## config.mk

```make
export PLATFORM = sky130hd
export DESIGN_NAME = gfba_ctrl
export DESIGN_NICKNAME = d
export VERILOG_FILES = /design/src/rtl/gfba_pkg.sv /design/src/rtl/gfba_ctrl.sv
export SDC_FILE = /design/constraint.sdc
export NUM_CORES = 1
export LEC_CHECK = 0
export BUFFER_PORTS_ARGS = -buffer_cell sky130_fd_sc_hd__buf_2
export CORE_AREA = 2 2 39 41
export DETAILED_ROUTE_END_ITERATION = 10
export DIE_AREA = 0 0 41 43
export PLACE_DENSITY_LB_ADDON = 0.25
export SLEW_MARGIN = 40
export SYNTH_ARGS = -nofsm -noshare
export SYNTH_HDL_FRONTEND = slang
export SYNTH_SLANG_ARGS = --single-unit
export TNS_END_PERCENT = 100
```

## constraint.sdc

```tcl
create_clock -name i_clk -period 1.5 [get_ports i_clk]
set_clock_uncertainty 0.15 [all_clocks]
set_input_delay 0.3 -clock i_clk [delete_from_list [all_inputs] [get_ports i_clk]]
set_output_delay 0.3 -clock i_clk [all_outputs]
set_load 0.005 [all_outputs]
```

## src/rtl/gfba_pkg.sv

```systemverilog
// ============================================================================
// gfba_pkg
// shared types and codes of the grouped free block allocator
// ============================================================================
package gfba_pkg;

    // block id width on the request and response channels
    localparam int ID_W = 10;

    // request function codes
    localparam logic FUNC_ALLOC = 1'b0;
    localparam logic FUNC_FREE  = 1'b1;

    // response status codes
    localparam logic STATUS_OK   = 1'b0;
    localparam logic STATUS_FAIL = 1'b1;

    // operation chosen by the controller when a request is taken
    typedef logic [2:0] t_op;
    localparam t_op OP_POP    = 3'd0;  // allocate from the stack
    localparam t_op OP_RELOAD = 3'd1;  // allocate the leader, reload its group
    localparam t_op OP_FAIL   = 3'd2;  // allocate with no free block left
    localparam t_op OP_PUSH   = 3'd3;  // free onto the stack
    localparam t_op OP_SAVE   = 3'd4;  // free with full stack, save the group
    localparam t_op OP_IGNORE = 3'd5;  // free of an out of range id

    // controller to datapath commands
    typedef struct packed {
        logic start;     // request taken this cycle
        t_op  op;        // operation of the request taken
        logic copy_rd;   // issue one group copy read
        logic finish;    // close a group reload
        logic load_out;  // move the result into the output register
    } t_cmd;

    // datapath to controller status
    typedef struct packed {
        logic empty;      // stack holds no id
        logic full;       // stack holds GROUP_SIZE - 1 ids, the members of a group
        logic chain_end;  // link marks the end of the chain
        logic id_ok;      // requested id is below the block count
        logic copy_last;  // this copy read is the last of the group
        logic out_free;   // output register can take a result
    } t_sts;

endpackage

```

## src/rtl/gfba_ctrl.sv

```systemverilog
// ============================================================================
// gfba_ctrl
// request sequencer: picks the operation and steps group copies
// ============================================================================
module gfba_ctrl (
    input  logic           i_clk,
    input  logic           i_rst_n,
    input  logic           i_req_valid,
    input  logic           i_func,
    input  gfba_pkg::t_sts i_sts,
    output logic           o_req_ready,
    output gfba_pkg::t_cmd o_cmd
);
    localparam logic [1:0] ST_IDLE  = 2'd0;
    localparam logic [1:0] ST_COPY  = 2'd1;
    localparam logic [1:0] ST_DRAIN = 2'd2;
    localparam logic [1:0] ST_RESP  = 2'd3;

    logic [1:0]      r_state;
    logic [1:0]      n_state;
    gfba_pkg::t_op   w_op;

    // operation decode from function and stack state
    always_comb begin
        if (i_func == gfba_pkg::FUNC_ALLOC) begin
            if (!i_sts.empty) begin
                w_op = gfba_pkg::OP_POP;
            end else if (i_sts.chain_end) begin
                w_op = gfba_pkg::OP_FAIL;
            end else begin
                w_op = gfba_pkg::OP_RELOAD;
            end
        end else begin
            if (!i_sts.id_ok) begin
                w_op = gfba_pkg::OP_IGNORE;
            end else if (i_sts.full) begin
                w_op = gfba_pkg::OP_SAVE;
            end else begin
                w_op = gfba_pkg::OP_PUSH;
            end
        end
    end

    always_comb begin
        n_state        = r_state;
        o_req_ready    = 1'b0;
        o_cmd          = '0;
        o_cmd.op       = w_op;
        case (r_state)
            ST_IDLE: begin
                o_req_ready = 1'b1;
                if (i_req_valid) begin
                    o_cmd.start = 1'b1;
                    if (w_op inside {gfba_pkg::OP_RELOAD, gfba_pkg::OP_SAVE}) begin
                        n_state = ST_COPY;
                    end else begin
                        n_state = ST_RESP;
                    end
                end
            end
            ST_COPY: begin
                o_cmd.copy_rd = 1'b1;
                if (i_sts.copy_last) begin
                    n_state = ST_DRAIN;
                end
            end
            ST_DRAIN: begin
                o_cmd.finish = 1'b1;
                n_state      = ST_RESP;
            end
            ST_RESP: begin
                if (i_sts.out_free) begin
                    o_cmd.load_out = 1'b1;
                    n_state        = ST_IDLE;
                end
            end
            default: begin
                n_state = ST_IDLE;
            end
        endcase
    end

    always_ff @(posedge i_clk) begin
        if (!i_rst_n) begin
            r_state <= ST_IDLE;
        end else begin
            r_state <= n_state;
        end
    end
endmodule

```

==> metrics.yaml <==
powerDensity_nw_per_um2: 1680
synth_nets: 46
grt_overflow: 0
row_count: 14
crit_type: "reg2out"
diodes: 0
synth.most_common_cell: "inv_1"
crit_fanout: 3
gp_congestion: 0.609
regMostFlops: "r_state"
io_buffers: 17
antenna_left: 0
cp_cell_sequence: "buf_6 > ha_4 > and2_4 > buf_6"
clkLatencyLatePin_ns: 0.22
cts_root_buf: "clkbuf_4"
synthTopCellsByArea: "ha_1, dfxtp_1, inv_1"
grt_max_degree: 8
layout_min_cycle_time_ns: 1.48
final_area_um2: 463
crit_buf_inv: 2
startpoint_type: "flip-flop"
vdd_ir_drop_max_uv: 377
maxCapViolCount: 0
synth_cell_type_count: 17
top_regs: "r_state (2)"
dieArea_um2: 1760
yosysWarnings: 0
clock_path_buffers: 2
slew_viol_final: 0
multi_input_area_um2: 216
wire_per_inst_um: 8.99
ff_latch_area_um2: 42.5
worstPathRequired_ns: 1.05
via_count: 314
routed.top_layer: "met3"
nFillCells: 148
largest_reg_flops: 2
hpwl_um: 519
pwr-share-comb_pct: 71.8
hold_buffers: 0
die_h_um: 43
end_kind: "output pin"
internal-power_mw: 0.503
leakage_nw: 0.231
rsz0062_at_grt: "yes"
wl_met1_um: 276
crit_arrival_ns: 1.03
min_path_type: "in2reg"
ys_ff_latch: 2
yosysTopAreaCell: "ha_1"
grt_use_total_pct: 8.51
maxSlewHeadroom_pct: 82.6
core_um2: 1380
ys.flop_type: "dfxtp_1"
clock_sinks: 2
layout-drive-gt1-share_pct: 63.2
setup_viol: 0
crit_slowest_cell: "dfxtp_2"
antenna_found_initial: 0
syn2layout_area_growth_pct: 88.8
synth_top_area_share_pct: 20.4
cp_common_cell: "buf_6"
synth_edf_count: 0
post-route-util_pct: 33.5
io_pins: 18
critical-path-top-delay-family: "flip-flops"
clkPwrFrac_pct: 14.7
wl_um: 656
dpl_cell_area_um2: 365
start_util_pct: 17.7
switchingPower_mw: 0.276
clk_pin_slew_ns: 0.03
swShare_pct: 35.5
cts_tree: "built"
ys_seq_area_share_pct: 16.3
finalHoldViolations: 0
pwr-share-seq_pct: 13.5
grt_pass1_wl_um: 1020
worst_pin_slew_ns: 0.257
dr_wl_met2_um: 309
grt_pass1_vias: 283
drc: 0
clock.fmax_ghz: 0.675
via_per_inst: 4.30
status: "complete, no violations"
timing.final.crit_share_pct: 98.8
final_nets: 73
cts_buffers: 3
netlist_area_um2: 245
synth_top_cells_by_count: "inv_1, ha_1, nand2_1"
syn_area_per_cell_um2: 7.66
max_stage_delay_ns: 0.32
cts_max_level: 1
drt_iter0_drc: 6
met3WireLength_um: 70
syn_inst: 32
drt-pass1-iter-count: 4
async_flop_share_pct: 0
die_x_um: 41
==> power by group through the flow <==
stage               logic (mW)  registers, mW  clock network [mW]
floorplan                0.233          0.100                   0
global placement         0.388         0.0909                   0
detailed placement       0.386         0.0913                   0
CTS                      0.455         0.0989               0.123
global route             0.608          0.112               0.130
finish                   0.559          0.105               0.115
==> metal layers <==
layer  track usage, %  vias up
li1                 -      162
met1             9.24      137
met2             12.8       15
met3             3.14        0
met4             6.00        0
met5                0        -
==> metrics by stage <==
step / power, mW / TNS, ns / setup slack, ns / instances / hold WS [ns]
6_report: 0.779 / 0 / 0.0187 / 73 / 0.180
5_1_grt: 0.850 / -0.0366 / -0.0265 / 73 / 0.177
4_1_cts: 0.677 / -0.00845 / -0.00527 / 70 / 0.172
3_5_place_dp: 0.477 / 0 / 0.129 / 67 / 0.414
3_3_place_gp: 0.479 / 0 / 0.149 / 67 / 0.413
2_1_floorplan: 0.334 / 0 / 0.185 / 32 / 0.285
==> final timing paths <==
check / from / to / slack [ns] / cells after the start
setup / recovery: r_state[0] / o_cmd[0] / 0.02 / 4
hold / removal: i_rst_n / r_state[0] / 0.18 / 3
setup reg to reg: r_state[1] / r_state[1] / 0.14 / 6
hold reg to reg: r_state[1] / r_state[1] / 0.53 / 3
==> cells by family after synthesis <==
| logic type | Yosys count | share of synthesized area (%) |
|---|---|---|
| AO/OA/AOI/OAI | 8 | 23.5 |
| adder cells (fa/ha/maj) | 4 | 20.4 |
| buffers and inverters | 5 | 7.65 |
| flip-flops | 2 | 16.3 |
| AND/OR/NAND/NOR | 13 | 32.1 |
==> worst reg2reg max path, cell delays in order (launching register included) <==
cell and delay [ns]:
dfxtp_2 0.31, inv_2 0.08, ha_4 0.15, buf_4 0.11, nand2b_2 0.06, and3_4 0.18
a311oi_1 0.21
==> repair_timing <==
action                                 4_1_cts  5_1_grt
buffers inserted                             0        3
gates resized for setup                      7        7
endpoints found under the hold margin        0        0
setup endpoints to repair                    2        2
pin swaps                                    0        2
==> layout by cell type, fill, tap and decap left out, drive strengths merged <==
cell type,synthesis,final
buf,0,22
clkbuf,0,3
a31oi,2,2
and3,1,1
nor2,1,1
ha,4,4
a311oi,1,1
nand2b,4,4
a21boi,1,1
and2,2,2
o31ai,1,1
nand2,3,3
o311ai,1,1
o21ai,1,1
inv,5,5
a211oi,1,1
dfxtp,2,2
nand3,2,2
==> area by class of cell <==
type	count	area share (%)
Multi-Input combinational cell	25	46.8
Clock buffer	3	4.86
Tap cell	16	4.32
Timing Repair Buffer	22	30.8
Inverter	5	4.05
Sequential cell	2	9.19
(Power assumes the default switching activity.)
